File: config.mk
export PLATFORM = sky130hd
export DESIGN_NAME = url_percent_decoder_core
export DESIGN_NICKNAME = d
export VERILOG_FILES = /design/src/hdl/upd_pkg.sv /design/src/hdl/upd_front.sv /design/src/hdl/upd_queue.sv /design/src/hdl/upd_emit.sv /design/src/hdl/url_percent_decoder_core.sv
export SDC_FILE = /design/constraint.sdc
export NUM_CORES = 1
export LEC_CHECK = 0
export BUFFER_PORTS_ARGS = -buffer_cell sky130_fd_sc_hd__buf_2
export CORE_AREA = 3 3 129 131
export CTS_BUF_LIST = sky130_fd_sc_hd__clkbuf_8 sky130_fd_sc_hd__clkbuf_16
export DETAILED_ROUTE_END_ITERATION = 10
export DIE_AREA = 0 0 132 134
export SLEW_MARGIN = 5
export SYNTH_ARGS = -nofsm -noshare
export SYNTH_HDL_FRONTEND = slang
export SYNTH_SLANG_ARGS = --single-unit
File: constraint.sdc
create_clock -name clock -period 9.47 [get_ports clock]
set_input_delay 1.894 -clock clock [delete_from_list [all_inputs] [get_ports clock]]
set_output_delay 1.894 -clock clock [all_outputs]
set_load 0.005 [all_outputs]
File: src/hdl/upd_pkg.sv
// Package for the URL percent decoder: channel payload types, the result group
// type passed between the front and back parts, and the hex digit helpers.
// It depends on nothing.
`default_nettype none

package upd_pkg;

   localparam logic [7:0] PCT_CHAR        = 8'h25;
   localparam logic [7:0] HEX_LETTER_BASE = 8'd10;
   localparam int         GROUP_MAX       = 3;

   typedef struct packed {
      logic [7:0] in_byte;
      logic       in_last;
   } req_type;

   typedef struct packed {
      logic [7:0] out_byte;
      logic       out_last;
   } rsp_type;

   // Results caused by one input item, in order from index zero.
   typedef struct packed {
      logic [GROUP_MAX-1:0][7:0] bytes;
      logic [1:0]                count;
      logic                      last;
   } group_type;

   typedef enum logic [1:0] {
      PEND_NONE  = 2'd0,
      PEND_PCT   = 2'd1,
      PEND_DIGIT = 2'd2
   } pend_type;

   function automatic logic is_hex(input logic [7:0] c);
      return (c inside {[8'h30:8'h39], [8'h41:8'h46], [8'h61:8'h66]});
   endfunction

   function automatic logic [3:0] hex_value(input logic [7:0] c);
      logic [7:0] t;
      t = 8'd0;
      if (c inside {[8'h30:8'h39]}) begin
         t = c - 8'h30;
      end else if (c inside {[8'h41:8'h46]}) begin
         t = c - 8'h41 + HEX_LETTER_BASE;
      end else if (c inside {[8'h61:8'h66]}) begin
         t = c - 8'h61 + HEX_LETTER_BASE;
      end
      return t[3:0];
   endfunction

endpackage

`default_nettype wire

File: src/hdl/upd_front.sv
// Front part of the URL percent decoder: accepts input bytes, tracks a partial
// escape and turns each byte into a group of zero to three results.
// Depends on upd_pkg.
`default_nettype none

module upd_front import upd_pkg::*; (
   input  wire        clock,
   input  wire        reset,
   input  req_type    req_data,
   input  wire        accept,
   output logic       grp_push,
   output group_type  grp_data
);

   pend_type   state_ff;
   pend_type   state_in;
   logic [7:0] hold_ff;
   logic [7:0] hold_in;
   logic [1:0] n;
   logic       to_fresh;
   logic [7:0] b;

   assign b = req_data.in_byte;

   always_ff @(posedge clock) begin
      if (reset) begin
         state_ff <= PEND_NONE;
      end else if (accept) begin
         state_ff <= state_in;
      end
   end

   always_ff @(posedge clock) begin
      if (accept) begin
         hold_ff <= hold_in;
      end
   end

   always_comb begin
      state_in = state_ff;
      hold_in  = hold_ff;
      grp_data = '0;
      n        = 2'd0;
      to_fresh = 1'b0;
      case (state_ff)
         PEND_PCT: begin
            if (is_hex(b)) begin
               state_in = PEND_DIGIT;
               hold_in  = b;
            end else begin
               grp_data.bytes[n] = PCT_CHAR;
               n = n + 2'd1;
               to_fresh = 1'b1;
            end
         end
         PEND_DIGIT: begin
            if (is_hex(b)) begin
               grp_data.bytes[n] = {hex_value(hold_ff), hex_value(b)};
               n = n + 2'd1;
               state_in = PEND_NONE;
            end else begin
               grp_data.bytes[n] = PCT_CHAR;
               n = n + 2'd1;
               grp_data.bytes[n] = hold_ff;
               n = n + 2'd1;
               to_fresh = 1'b1;
            end
         end
         default: begin
            to_fresh = 1'b1;
         end
      endcase
      if (to_fresh) begin
         if (b == PCT_CHAR) begin
            state_in = PEND_PCT;
         end else begin
            grp_data.bytes[n] = b;
            n = n + 2'd1;
            state_in = PEND_NONE;
         end
      end
      if (req_data.in_last) begin
         if (state_in != PEND_NONE) begin
            grp_data.bytes[n] = PCT_CHAR;
            n = n + 2'd1;
         end
         if (state_in == PEND_DIGIT) begin
            grp_data.bytes[n] = hold_in;
            n = n + 2'd1;
         end
         state_in = PEND_NONE;
      end
      grp_data.count = n;
      grp_data.last  = req_data.in_last;
      grp_push       = accept && (n != 2'd0);
   end

   // A final byte always produces a group and leaves no escape pending.
   a_last_pushes: assert property (@(posedge clock) disable iff (reset)
      accept && req_data.in_last |-> grp_push)
      else $error("final byte produced no results");

   a_last_clears: assert property (@(posedge clock) disable iff (reset)
      accept && req_data.in_last |=> state_ff == PEND_NONE)
      else $error("escape still pending after final byte");

endmodule

`default_nettype wire

File: src/hdl/upd_queue.sv
// Two-entry queue of result groups between the front and back parts of the
// URL percent decoder. Depends on upd_pkg.
`default_nettype none

module upd_queue import upd_pkg::*; (
   input  wire        clock,
   input  wire        reset,
   input  wire        push,
   input  group_type  push_data,
   output logic       full,
   input  wire        deq,
   output logic       head_valid,
   output group_type  head_data
);

   group_type  mem_ff [2];
   logic       wr_ptr_ff;
   logic       rd_ptr_ff;
   logic [1:0] count_ff;
   logic [1:0] count_in;
   logic       do_deq;

   assign do_deq     = deq && head_valid;
   assign full       = (count_ff == 2'd2);
   assign head_valid = (count_ff != 2'd0);
   assign head_data  = mem_ff[rd_ptr_ff];

   always_comb begin
      count_in = count_ff;
      if (push && !do_deq) begin
         count_in = count_ff + 2'd1;
      end else if (!push && do_deq) begin
         count_in = count_ff - 2'd1;
      end
   end

   always_ff @(posedge clock) begin
      if (reset) begin
         wr_ptr_ff <= 1'b0;
         rd_ptr_ff <= 1'b0;
         count_ff  <= 2'd0;
      end else begin
         count_ff <= count_in;
         if (push) begin
            wr_ptr_ff <= !wr_ptr_ff;
         end
         if (do_deq) begin
            rd_ptr_ff <= !rd_ptr_ff;
         end
      end
   end

   always_ff @(posedge clock) begin
      if (push) begin
         mem_ff[wr_ptr_ff] <= push_data;
      end
   end

   a_no_overflow: assert property (@(posedge clock) disable iff (reset)
      !(push && full))
      else $error("group pushed into a full queue");

   a_count_range: assert property (@(posedge clock) disable iff (reset)
      count_ff != 2'd3)
      else $error("queue count out of range");

endmodule

`default_nettype wire

File: src/hdl/upd_emit.sv
// Back part of the URL percent decoder: walks through the head group into the registered
// result port, one result per cycle while it is empty or popped. Depends on upd_pkg.
`default_nettype none

module upd_emit import upd_pkg::*; (
   input  wire        clock,
   input  wire        reset,
   input  wire        head_valid,
   input  group_type  head_data,
   output logic       deq,
   output logic       rsp_empty,
   input  wire        rsp_pop,
   output rsp_type    rsp_data
);

   logic       valid_ff;
   logic       valid_in;
   rsp_type    rsp_ff;
   rsp_type    rsp_in;
   logic [1:0] idx_ff;
   logic [1:0] idx_in;
   logic       load;
   logic       at_end;

   assign rsp_empty = !valid_ff;
   assign rsp_data  = rsp_ff;
   assign load      = head_valid && (!valid_ff || rsp_pop);
   assign at_end    = (idx_ff == (head_data.count - 2'd1));

   always_comb begin
      valid_in = valid_ff;
      rsp_in   = rsp_ff;
      idx_in   = idx_ff;
      deq      = 1'b0;
      if (load) begin
         valid_in        = 1'b1;
         rsp_in.out_byte = head_data.bytes[idx_ff];
         rsp_in.out_last = head_data.last && at_end;
         if (at_end) begin
            deq    = 1'b1;
            idx_in = 2'd0;
         end else begin
            idx_in = idx_ff + 2'd1;
         end
      end else if (rsp_pop) begin
         valid_in = 1'b0;
      end
   end

   always_ff @(posedge clock) begin
      if (reset) begin
         valid_ff <= 1'b0;
         idx_ff   <= 2'd0;
      end else begin
         valid_ff <= valid_in;
         idx_ff   <= idx_in;
      end
   end

   always_ff @(posedge clock) begin
      rsp_ff <= rsp_in;
   end

   a_idx_in_group: assert property (@(posedge clock) disable iff (reset)
      head_valid |-> idx_ff < head_data.count)
      else $error("result index beyond head group");

   a_idx_idle: assert property (@(posedge clock) disable iff (reset)
      !head_valid |-> idx_ff == 2'd0)
      else $error("result index not reset between groups");

endmodule

`default_nettype wire

File: src/hdl/url_percent_decoder_core.sv
// Top level of the URL percent decoder: front classifier, group queue and
// result emitter. Depends on upd_pkg, upd_front, upd_queue and upd_emit.
//
//   Channel   Direction  Handshake             Payload
//   req_      in         req_push / req_full   req_data  (req_type)
//   rsp_      out        rsp_pop / rsp_empty   rsp_data  (rsp_type)
//
// An input byte is taken each cycle while the two-entry group queue has room.
// A byte causes zero to three results, which the emitter delivers one per
// cycle while the receiver pops, so the sustained rate is one byte per cycle
// when each byte causes at most one result; otherwise the result rate limits it.
// A result is written into the group queue and then into the result register
// before it appears on rsp_data.
// Synchronous reset empties the queue and the result register and drops any
// partial escape.
`default_nettype none

module url_percent_decoder_core import upd_pkg::*; (
   input  wire      clock,
   input  wire      reset,
   input  wire      req_push,
   output logic     req_full,
   input  req_type  req_data,
   output logic     rsp_empty,
   input  wire      rsp_pop,
   output rsp_type  rsp_data
);

   logic      accept;
   logic      grp_push;
   group_type grp_data;
   logic      head_valid;
   group_type head_data;
   logic      deq;

   assign accept = req_push && !req_full;

   upd_front u_front (
      .clock    (clock),
      .reset    (reset),
      .req_data (req_data),
      .accept   (accept),
      .grp_push (grp_push),
      .grp_data (grp_data)
   );

   upd_queue u_queue (
      .clock      (clock),
      .reset      (reset),
      .push       (grp_push),
      .push_data  (grp_data),
      .full       (req_full),
      .deq        (deq),
      .head_valid (head_valid),
      .head_data  (head_data)
   );

   upd_emit u_emit (
      .clock      (clock),
      .reset      (reset),
      .head_valid (head_valid),
      .head_data  (head_data),
      .deq        (deq),
      .rsp_empty  (rsp_empty),
      .rsp_pop    (rsp_pop),
      .rsp_data   (rsp_data)
   );

endmodule

`default_nettype wire

==> run_results.csv, run 1 <==
group,metric,value,unit
outcome,status,"completed",
power,p_per_area,212,nW/um2
die,rows,46,
sta,fin_setup_tns,0,ps
clocking,postCtsSetupRepairBufs,0,
synth,yosysWarnings,0,
critical_path,required,9740,ps
critical_path,arrival,6680,ps
critical_path,r2r_start,"u_front.state_ff[0]",
global_route,grt_overflow_total,0,
critical_path,cp-end-kind,"register",
detailed_routing,post-route-drc-count,0,
synth,synth_area_leader_cell,"edfxtp_1",
critical_path,path_max_fanout,10,
die,die_h,134,um
clocking,htree_levels,3,
hold_path,hold_path.class,"register to register",
critical_path,crit_slowest_cell,"a211oi_1",
global_route,grt_pass1_wl,16400,um
die,dieArea,17700,um2
synth,synth_seq_area_share,0.504,
sta,setup_violations,0,
clocking,clock_latency,330,ps
detailed_routing,wl,9890,um
clocking,clk_pin_slew_worst_paths,60,ps
synth,synth_edf_count,71,
hold_path,min_to,"u_front.state_ff[1]",
sta,clock_skew,9.93,ps
critical_path,r2r_end,"u_queue.count_ff[1]",
sta,worst_slack,3060,ps
synth,ys_ff_latch,81,
critical_path,crit_family,"compound AO/OA/AOI/OAI gates",
synth,yosysTopAreaCellShare,0.461,
sta,slew_headroom,0.594,
die,die_w,132,um
sta,fmax,0.156,GHz
synth,syn_area,4630,um2
critical_path,startpoint_type,"input port",
place,gp_congestion,0.885,
detailed_routing,drt_iter0_drc,287,
sta,fin_hold_ws,480,ps
clocking,cts-root-buf,"clkbuf_16",
sta,tightestPinTransition,609,ps
finish,syn2layout_area_growth,13.1,%
detailed_routing,wl_per_cell,15.7,um
sta,post-route-period-util,0.677,
detailed_routing,routed_via_density,4.94,
detailed_routing,via_count,3115,
synth,avgSynthCellArea,11.8,um2
synth,synth_fp_nets,427,
clocking,clock-sinks,81,
finish,layout_commonest_cell,"edfxtp_1",
sta,period_needed,6410,ps
finish,layout-drive-gt1-share,0.183,
hold_path,holdPathStages,2,
place,hpwl,7180,um
die,coreArea,15700,um2
global_route,grt_pass1_vias,3087,
clocking,ctsResizeCount,0,
synth,synth-main-ff-cell,"edfxtp_1",
synth,yosysUniqueCellTypes,66,
critical_path,worst_r2r_path_depth,18,
clocking,cts_tree,"yes",
finish,final_cell_mix,"edfxtp_1 (71), nand2_1 (37), inv_1 (31)",
clocking,ctsHoldBuffers,0,
sta,rsz0062_at_grt,"no",
sta,drv_slew,0,
place,io_buffer_count,23,
finish,finalNetCount,445,
global_route,antenna_found_initial,0,
global_route,grt_max_degree,28,
critical_path,cpMostUsedCell,"ha_1",
synth,yosys-top-cells-area,"edfxtp_1 (46%), ha_1 (5.7%), dfxtp_1 (4.3%)",
synth,synthCells,393,
sta,finalHoldViolations,0,
synth,ys_async_sr_fraction,0,
global_route,track_usage,0.116,
detailed_routing,drt_pass1_iterations,6,
die,start_util,0.294,
power,total_leakage_power,1.92,nW
critical_path,path_class,"input port to register",
finish,nFillCells,1566,
critical_path,crit_chain,"buf_2 > inv_1 > ha_1 > o21bai_1 > a21oi_2 > a41oi_4 > nand2_1 > mux2i_1 > ha_1 > nand2_1 > o2bb2ai_4 > ha_1 > o22ai_1 > inv_1 > ha_1 > nor2_1 > a32o_1 > a211oi_1 > nor2_1 > ha_1 > or3_1 > a21oi_1",
clocking,clock_path_buffers,2,
place,pre_cts_slack,2740,ps
detailed_routing,ant_nets,0,
finish,diodes,0,
die,io_pins,24,
critical_path,max_stage_delay,420,ps
power,ir_drop,85.4,uV
hold_path,hp-start,"u_front.state_ff[1]",
critical_path,rrSetupSlack,4860,ps
critical_path,crit_buf_inv,3,
flow_run,drv_cap,0,
clocking,cts_buffers,9,
-- per-stage QoR --
| stage | instance area [um2] | utilization | cells | total power [mW] |
|---|---|---|---|---|
| floorplan | 4630 | - | 393 | 0.678 |
| global placement | 4910 | 0.313 | 616 | 0.745 |
| detailed placement | 4910 | 0.313 | 616 | 0.753 |
| CTS | 5230 | 0.333 | 631 | 1.12 |
| global route | 5230 | 0.333 | 631 | 1.17 |
| finish | 5230 | 0.333 | 631 | 1.11 |
-- worst register-to-register path: cells and delay by family, from the launching register on --
kind            cells  cell delay [ps]
compound gates      5             1270
buf+inv             2              180
simple gates        6             1030
flops               1              400
fa+ha+maj           5             1650
-- flip-flops by register name (all words and copies together), names as in the netlist, named ones only --
signal and cells:
u_emit.idx_ff 2, u_emit.rsp_data 9, u_emit.valid_ff 1, u_front.hold_ff 8, u_front.state_ff 2, u_queue.count_ff 2
u_queue.mem_ff 54, u_queue.rd_ptr_ff 1, u_queue.wr_ptr_ff 1
-- worst max path at each step --
stage	startpoint	endpoint	depth (start not counted)
CTS	req_data[2]	u_queue.count_ff[1]	22
detailed placement	req_data[2]	u_queue.count_ff[1]	22
finish	req_data[2]	u_queue.count_ff[1]	22
global placement	req_data[2]	u_queue.count_ff[1]	22
global route	req_data[2]	u_queue.count_ff[1]	22
floorplan	req_data[2]	u_queue.mem_ff[1][0]	19
-- report_power, final --
part / internal, mW / total [mW] / switching [mW]
Sequential: 0.475 / 0.514 / 0.0387
Combinational: 0.0991 / 0.227 / 0.128
Clock: 0.230 / 0.367 / 0.136
Total: 0.805 / 1.11 / 0.303
-- synth_stat cells, types with 4 or more instances --
library cell and number:
inv_1 31, o21ai_0 15, buf_6 5, mux2i_1 17, nand2b_1 5, nand3_1 5
nand2_1 37, ha_1 21, o22ai_1 19, dfxtp_1 10, clkbuf_1 4, xnor2_1 5
a21oi_1 16, a221oi_1 5, edfxtp_1 71, xor2_1 4, and2_1 4, nor2_1 22
buf_2 4, a22oi_1 13, mux4_2 8, nor3_1 4
-- per-layer routing --
metal	vias up	global-route usage	share of wire
li1	1509	-	-
met1	1509	0.162	0.48
met2	89	0.181	0.47
met3	8	0.0221	0.045
met4	0	0.0397	0.013
met5	-	0	0
-- logic make-up (layout without fill, tap and decap cells) --
group,after synthesis,after routing,share of synthesized area
buffers and inverters,50,72,0.0533
adder cells (fa/ha/maj),21,21,0.0568
AND/OR/NAND/NOR,103,103,0.117
AO/OA/AOI/OAI,103,103,0.173
flip-flops,81,81,0.504
multiplexers,26,26,0.0782
XOR/XNOR,9,9,0.0170
-- cell type report --
class / count / area [um2] / share of cell area
Sequential cell: 81 / 2330 / 0.446
Multi-Input combinational cell: 262 / 2060 / 0.393
Tap cell: 216 / 270 / 0.0516
Clock buffer: 9 / 225 / 0.0430
Timing Repair Buffer: 26 / 138 / 0.0263
Inverter: 31 / 116 / 0.0222
Clock inverter: 6 / 93.8 / 0.0179
(Power assumes the default switching activity.)
==> run 2: changes to the inputs <==
==> constraint.sdc (replaced) <==
create_clock -name clock -period 5.2 [get_ports clock]
set_input_delay 1.04 -clock clock [delete_from_list [all_inputs] [get_ports clock]]
set_output_delay 1.04 -clock clock [all_outputs]
set_load 0.005 [all_outputs]
==> run_results.csv, run 2 (synthesis gave the netlist of run 1 again) <==
group,metric,value,unit
detailed_routing,ant_nets,0,
finish,syn2layout_area_growth,16.0,%
flow_run,drv_cap,0,
detailed_routing,wl_per_cell,15.4,um
critical_path,path_max_fanout,3,
clocking,clk_pin_slew_worst_paths,60,ps
detailed_routing,via_count,3203,
clocking,cts_tree,"yes",
sta,fmax,0.205,GHz
clocking,htree_levels,3,
finish,layout_commonest_cell,"edfxtp_1",
die,io_pins,24,
clocking,clock-sinks,81,
die,start_util,0.294,
power,finalPower,2.01,mW
die,dieArea,17700,um2
die,die_h,134,um
finish,nFillCells,1547,
sta,post-route-period-util,0.937,
critical_path,required,5470,ps
critical_path,cp-end-kind,"register",
clocking,cts-root-buf,"clkbuf_16",
sta,rsz0062_at_grt,"no",
sta,drv_slew,0,
outcome,status,"completed",
detailed_routing,post-route-drc-count,0,
sta,setup_violations,0,
detailed_routing,routed_via_density,4.97,
finish,finish.utilization,0.341,
sta,worst_slack,330,ps
finish,largest_register_ffs,54,
clocking,postCtsSetupRepairBufs,0,
clocking,clock_latency,330,ps
finish,largest-register,"u_queue.mem_ff",
power,total_leakage_power,1.99,nW
power,ir_drop,145,uV
die,die_w,132,um
global_route,grt_pass1_wl,16200,um
finish,final_cell_mix,"edfxtp_1 (71), nand2_1 (36), inv_1 (31)",
critical_path,arrival,5140,ps
global_route,grt_pass1_vias,3136,
detailed_routing,drt_pass1_iterations,5,
sta,finalHoldViolations,0,
sta,fin_setup_tns,0,ps
die,rows,46,
clocking,cts_buffers,9,
place,pre_cts_slack,-14.0,ps
finish,finalNetCount,458,
finish,diodes,0,
global_route,grt_overflow_total,0,
place,hpwl,7390,um
global_route,antenna_found_initial,0,
critical_path,startpoint_type,"input port",
clocking,ctsHoldBuffers,0,
sta,slew_headroom,0.594,
critical_path,rrSetupSlack,900,ps
global_route,grt_max_degree,28,
detailed_routing,wl,9930,um
clocking,ctsResizeCount,0,
global_route,track_usage,0.115,
sta,period_needed,4870,ps
hold_path,hold_path.class,"register to register",
sta,clock_skew,5.44,ps
sta,tightestPinTransition,607,ps
detailed_routing,drt_iter0_drc,222,
clocking,clock_path_buffers,2,
place,io_buffer_count,23,
critical_path,path_class,"input port to register",
finish,layout-drive-gt1-share,0.217,
place,gp_congestion,0.852,
die,coreArea,15700,um2
power,p_per_area,375,nW/um2
## run 2: report_power, final
group | internal, mW | switching, mW | leakage (nW)
Sequential | 0.865 | 0.0713 | 0.755
Clock | 0.382 | 0.267 | 0.150
Combinational | 0.189 | 0.235 | 1.09
## run 2: final timing paths
path / start / end / depth (start not counted)
setup / recovery: req_data[1] / u_queue.count_ff[1] / 22
hold / removal: u_front.state_ff[1] / u_front.state_ff[1] / 2
setup reg to reg: u_front.state_ff[0] / u_queue.count_ff[1] / 18
hold reg to reg: u_front.state_ff[1] / u_front.state_ff[1] / 2
## run 2: routing by layer
metal  part of all wire  track usage  vias to the layer above
li1                   -            -                     1541
met1               0.47        0.156                     1576
met2               0.47        0.184                       78
met3              0.043       0.0266                        8
met4              0.010       0.0391                        0
met5                  0            0                        -
## run 2: cell type report
class | count | area, um2 | area share
inverter | 31 | 116 | 0.0217
clock inverter | 7 | 86.3 | 0.0161
tap | 216 | 270 | 0.0504
multi-input combinational | 262 | 2090 | 0.389
sequential | 81 | 2330 | 0.435
clock buffer | 9 | 225 | 0.0420
timing repair buffer | 39 | 248 | 0.0462
## run 2: per-stage QoR
stage	std cells	area (um2)	hold WS [ps]
global placement	629	5050	467
global route	645	5360	520
floorplan	393	4660	448
detailed placement	629	5050	482
finish	645	5360	489
CTS	645	5360	491
## run 2: critical path, cell delays in order
cell and delay, ps:
buf_2 100, inv_1 50, ha_1 220, nor4b_2 160, and4bb_4 360, nand2_4 50
nand2_2 80, mux2i_1 240, ha_1 260, nand2_1 120, o2bb2ai_4 70, ha_1 280
o22ai_1 220, inv_1 100, ha_1 280, nor2_1 40, a32o_2 260, a211oi_4 290
nor2_1 80, ha_1 340, or3_1 350, a21oi_1 140
==> run 3: changes to the inputs <==
--- a/config.mk
+++ b/config.mk
@@ -6,11 +6,16 @@
 export NUM_CORES = 1
 export LEC_CHECK = 0
 export BUFFER_PORTS_ARGS = -buffer_cell sky130_fd_sc_hd__buf_2
-export CORE_AREA = 3 3 129 131
+export CELL_PAD_IN_SITES_DETAIL_PLACEMENT = 1
+export CELL_PAD_IN_SITES_GLOBAL_PLACEMENT = 1
+export CORE_AREA = 3 3 131 133
 export CTS_BUF_LIST = sky130_fd_sc_hd__clkbuf_8 sky130_fd_sc_hd__clkbuf_16
 export DETAILED_ROUTE_END_ITERATION = 10
-export DIE_AREA = 0 0 132 134
+export DIE_AREA = 0 0 134 136
+export PLACE_DENSITY_LB_ADDON = 0.1
+export SKIP_CTS_REPAIR_TIMING = 1
 export SLEW_MARGIN = 5
 export SYNTH_ARGS = -nofsm -noshare
 export SYNTH_HDL_FRONTEND = slang
+export SYNTH_HIERARCHICAL = 1
 export SYNTH_SLANG_ARGS = --single-unit
==> run_results.csv, run 3 <==
group,metric,value,unit
outcome,status,"completed",
power,p_int,1.53,mW
synth,synthCells,405,
critical_path,crit_slowest_cell,"or3_1",
synth,synth_common_cells,"edfxtp_1 (71), mux2_2 (28), inv_1 (26), nand2_1 (22)",
synth,synth_fp_nets,437,
power,p_comb_frac,0.263,
clocking,cts_buffers,9,
power,switching_power,0.659,mW
detailed_routing,drt_pass1_iterations,5,
finish,layout_commonest_cell,"edfxtp_1",
synth,synth-main-ff-cell,"edfxtp_1",
clocking,htree_levels,3,
global_route,grt_max_degree,28,
power,sw_frac_of_total,0.301,
detailed_routing,ant_nets,0,
critical_path,crit_buf_inv,3,
finish,multi_input_area,2260,um2
sta,tightestPinTransition,806,ps
hold_path,hold_path.class,"register to register",
clocking,clock-sinks,81,
detailed_routing,wl,13300,um
sta,drv_slew,0,
sta,fmax,0.207,GHz
synth,yosys-top-cells-area,"edfxtp_1 (45%), mux2_2 (6.6%), ha_1 (5.0%)",
sta,post-route-period-util,0.931,
critical_path,arrival,5100,ps
synth,synth_seq_area_share,0.487,
critical_path,r2r_end,"u_queue/count_ff[1]",
critical_path,cpMostUsedCell,"ha_1",
sta,setup_violations,0,
place,dp_cells,649,
finish,diodes,0,
critical_path,max_stage_delay,360,ps
critical_path,crit_path_start,"req_data[1]",
synth,ys_async_sr_fraction,0,
critical_path,required,5460,ps
critical_path,rrSetupSlack,910,ps
detailed_routing,via_count,3473,
finish,stdcell_count,665,
die,start_util,0.301,
finish,final-seq-area,2330,um2
global_route,grt_pass1_wl,21000,um
critical_path,r2r_start,"u_front/state_ff[0]",
detailed_routing,routed_via_density,5.22,
sta,clock_skew,7.74,ps
die,die_w,134,um
global_route,grt_pass1_vias,3598,
detailed_routing,drt_iter0_drc,278,
finish,layout-drive-gt1-share,0.258,
synth,synth_edf_count,71,
synth,avgSynthCellArea,11.8,um2
sta,fin_hold_ws,496,ps
hold_path,hp-start,"u_front/state_ff[0]",
sta,slew_headroom,0.462,
global_route,track_usage,0.149,
sta,finalHoldViolations,0,
synth,yosysMostFrequentCell,"edfxtp_1",
clocking,clock_path_buffers,2,
detailed_routing,wl_per_cell,20.1,um
power,clkPwrFrac,0.282,
synth,yosysWarnings,6,
sta,fin_setup_tns,0,ps
finish,syn2layout_area_growth,16.0,%
global_route,antenna_found_initial,0,
die,dieArea,18200,um2
critical_path,crit_chain,"buf_2 > inv_1 > ha_1 > nor3b_2 > o31a_1 > nor3_1 > a21oi_4 > ha_1 > o311a_1 > nor2_1 > ha_1 > a2bb2oi_1 > ha_1 > nand3_1 > o311ai_2 > a31oi_1 > buf_4 > ha_1 > or3_1 > a21oi_1",
finish,nFillCells,1752,
critical_path,endpoint,"u_queue/count_ff[1]",
power,p_per_area,394,nW/um2
detailed_routing,post-route-drc-count,0,
power,p_seq_frac,0.455,
clocking,clk_pin_slew_worst_paths,60,ps
critical_path,path_class,"input port to register",
critical_path,startpoint_type,"input port",
synth,ys_ff_latch,81,
critical_path,path_max_fanout,6,
synth,syn_area,4790,um2
finish,final_cell_mix,"edfxtp_1 (71), mux2_2 (28), inv_1 (26)",
finish,finalNetCount,476,
power,ir_drop,138,uV
die,coreArea,15900,um2
finish,largest-register,"u_queue/mem_ff",
die,rows,46,
clocking,clock_latency,330,ps
sta,rsz0062_at_grt,"no",
critical_path,crit_family,"adder cells",
critical_path,crit_cells,20,
finish,largest_register_ffs,54,
clocking,cts_tree,"yes",
place,hpwl,10100,um
synth,yosysTopAreaCellShare,0.445,
power,total_leakage_power,1.98,nW
synth,synth_area_leader_cell,"edfxtp_1",
place,gp_congestion,0.848,
global_route,grt_overflow_total,0,
die,io_pins,24,
critical_path,cp-end-kind,"register",
sta,period_needed,4840,ps
critical_path,worst_r2r_path_depth,18,
synth,yosysUniqueCellTypes,84,
place,io_buffer_count,23,
clocking,cts-root-buf,"clkbuf_16",
die,die_h,136,um
flow_run,drv_cap,0,
[run 3: cell types whose count changed in the layout (fill, tap and decap cells not counted), moves of 5 or more]
cell,previous run,this run
o22ai_1,19,8
mux2i_1,17,11
nand2_1,36,22
a32oi_1,0,6
mux2_2,1,28
o21ai_0,15,20
o211ai_1,2,8
inv_1,31,26
mux4_2,8,0
a221oi_1,5,0
[run 3: layer usage]
metal  GRT usage  wire length (um)  vias to the layer above
met3      0.0200               483                       17
li1            -                 -                     1642
met4      0.0577               276                        0
met2       0.245              6420                       74
met1       0.200              6160                     1740
met5           0                 0                        -
[run 3: final cells by class]
cell class / count / share of cell area
Clock buffer: 9 / 0.0405
Clock inverter: 7 / 0.0126
Inverter: 27 / 0.0182
Multi-Input combinational cell: 281 / 0.407
Sequential cell: 81 / 0.420
Tap cell: 216 / 0.0486
Timing Repair Buffer: 44 / 0.0536
[run 3: kinds of logic (layout without fill, tap and decap cells)]
group	Yosys count	in the layout	share of synthesized area
AO/OA/AOI/OAI	114	114	0.192
AND/OR/NAND/NOR	99	99	0.121
flip-flops	81	81	0.487
buffers and inverters	43	87	0.0434
multiplexers	39	39	0.0888
adder cells (fa/ha/maj)	19	19	0.0496
XOR/XNOR	10	10	0.0183
[run 3: per-stage QoR]
step	utilization	power (mW)	setup slack, ps	area [um2]
final	0.349	2.19	359	5560
after global routing	0.349	2.32	27.5	5560
after CTS	0.349	2.23	364	5560
after detailed placement	0.330	1.60	21.1	5260
after global placement	0.330	1.59	159	5260
after floorplan	-	1.38	49.6	4800
[run 3: how the worst min path moves through the flow]
| stage | end | slack [ps] | cells past startpoint |
|---|---|---|---|
| 2_1_floorplan | u_front/state_ff[0] | 460 | 2 |
| 3_3_place_gp | u_front/state_ff[0] | 490 | 2 |
| 3_5_place_dp | u_front/state_ff[0] | 500 | 2 |
| 4_1_cts | u_front/state_ff[0] | 500 | 2 |
| 5_1_grt | u_front/state_ff[0] | 540 | 2 |
| 6_report | u_front/state_ff[0] | 500 | 2 |
[run 3: worst register-to-register path: cells and delay by family (launching register included)]
family / cells / cell delay [ps]
flip-flops: 1 / 330
buffers and inverters: 3 / 480
AND/OR/NAND/NOR: 4 / 1050
adder cells (fa/ha/maj): 5 / 1510
AO/OA/AOI/OAI: 6 / 840
[run 3: power groups by stage]
| stage | sequential, mW | clock, mW | combinational, mW |
|---|---|---|---|
| floorplan | 0.972 | 0 | 0.409 |
| global placement | 1.01 | 0 | 0.583 |
| detailed placement | 1.01 | 0 | 0.588 |
| CTS | 0.999 | 0.641 | 0.590 |
| global route | 1.02 | 0.663 | 0.644 |
| finish | 0.997 | 0.618 | 0.576 |
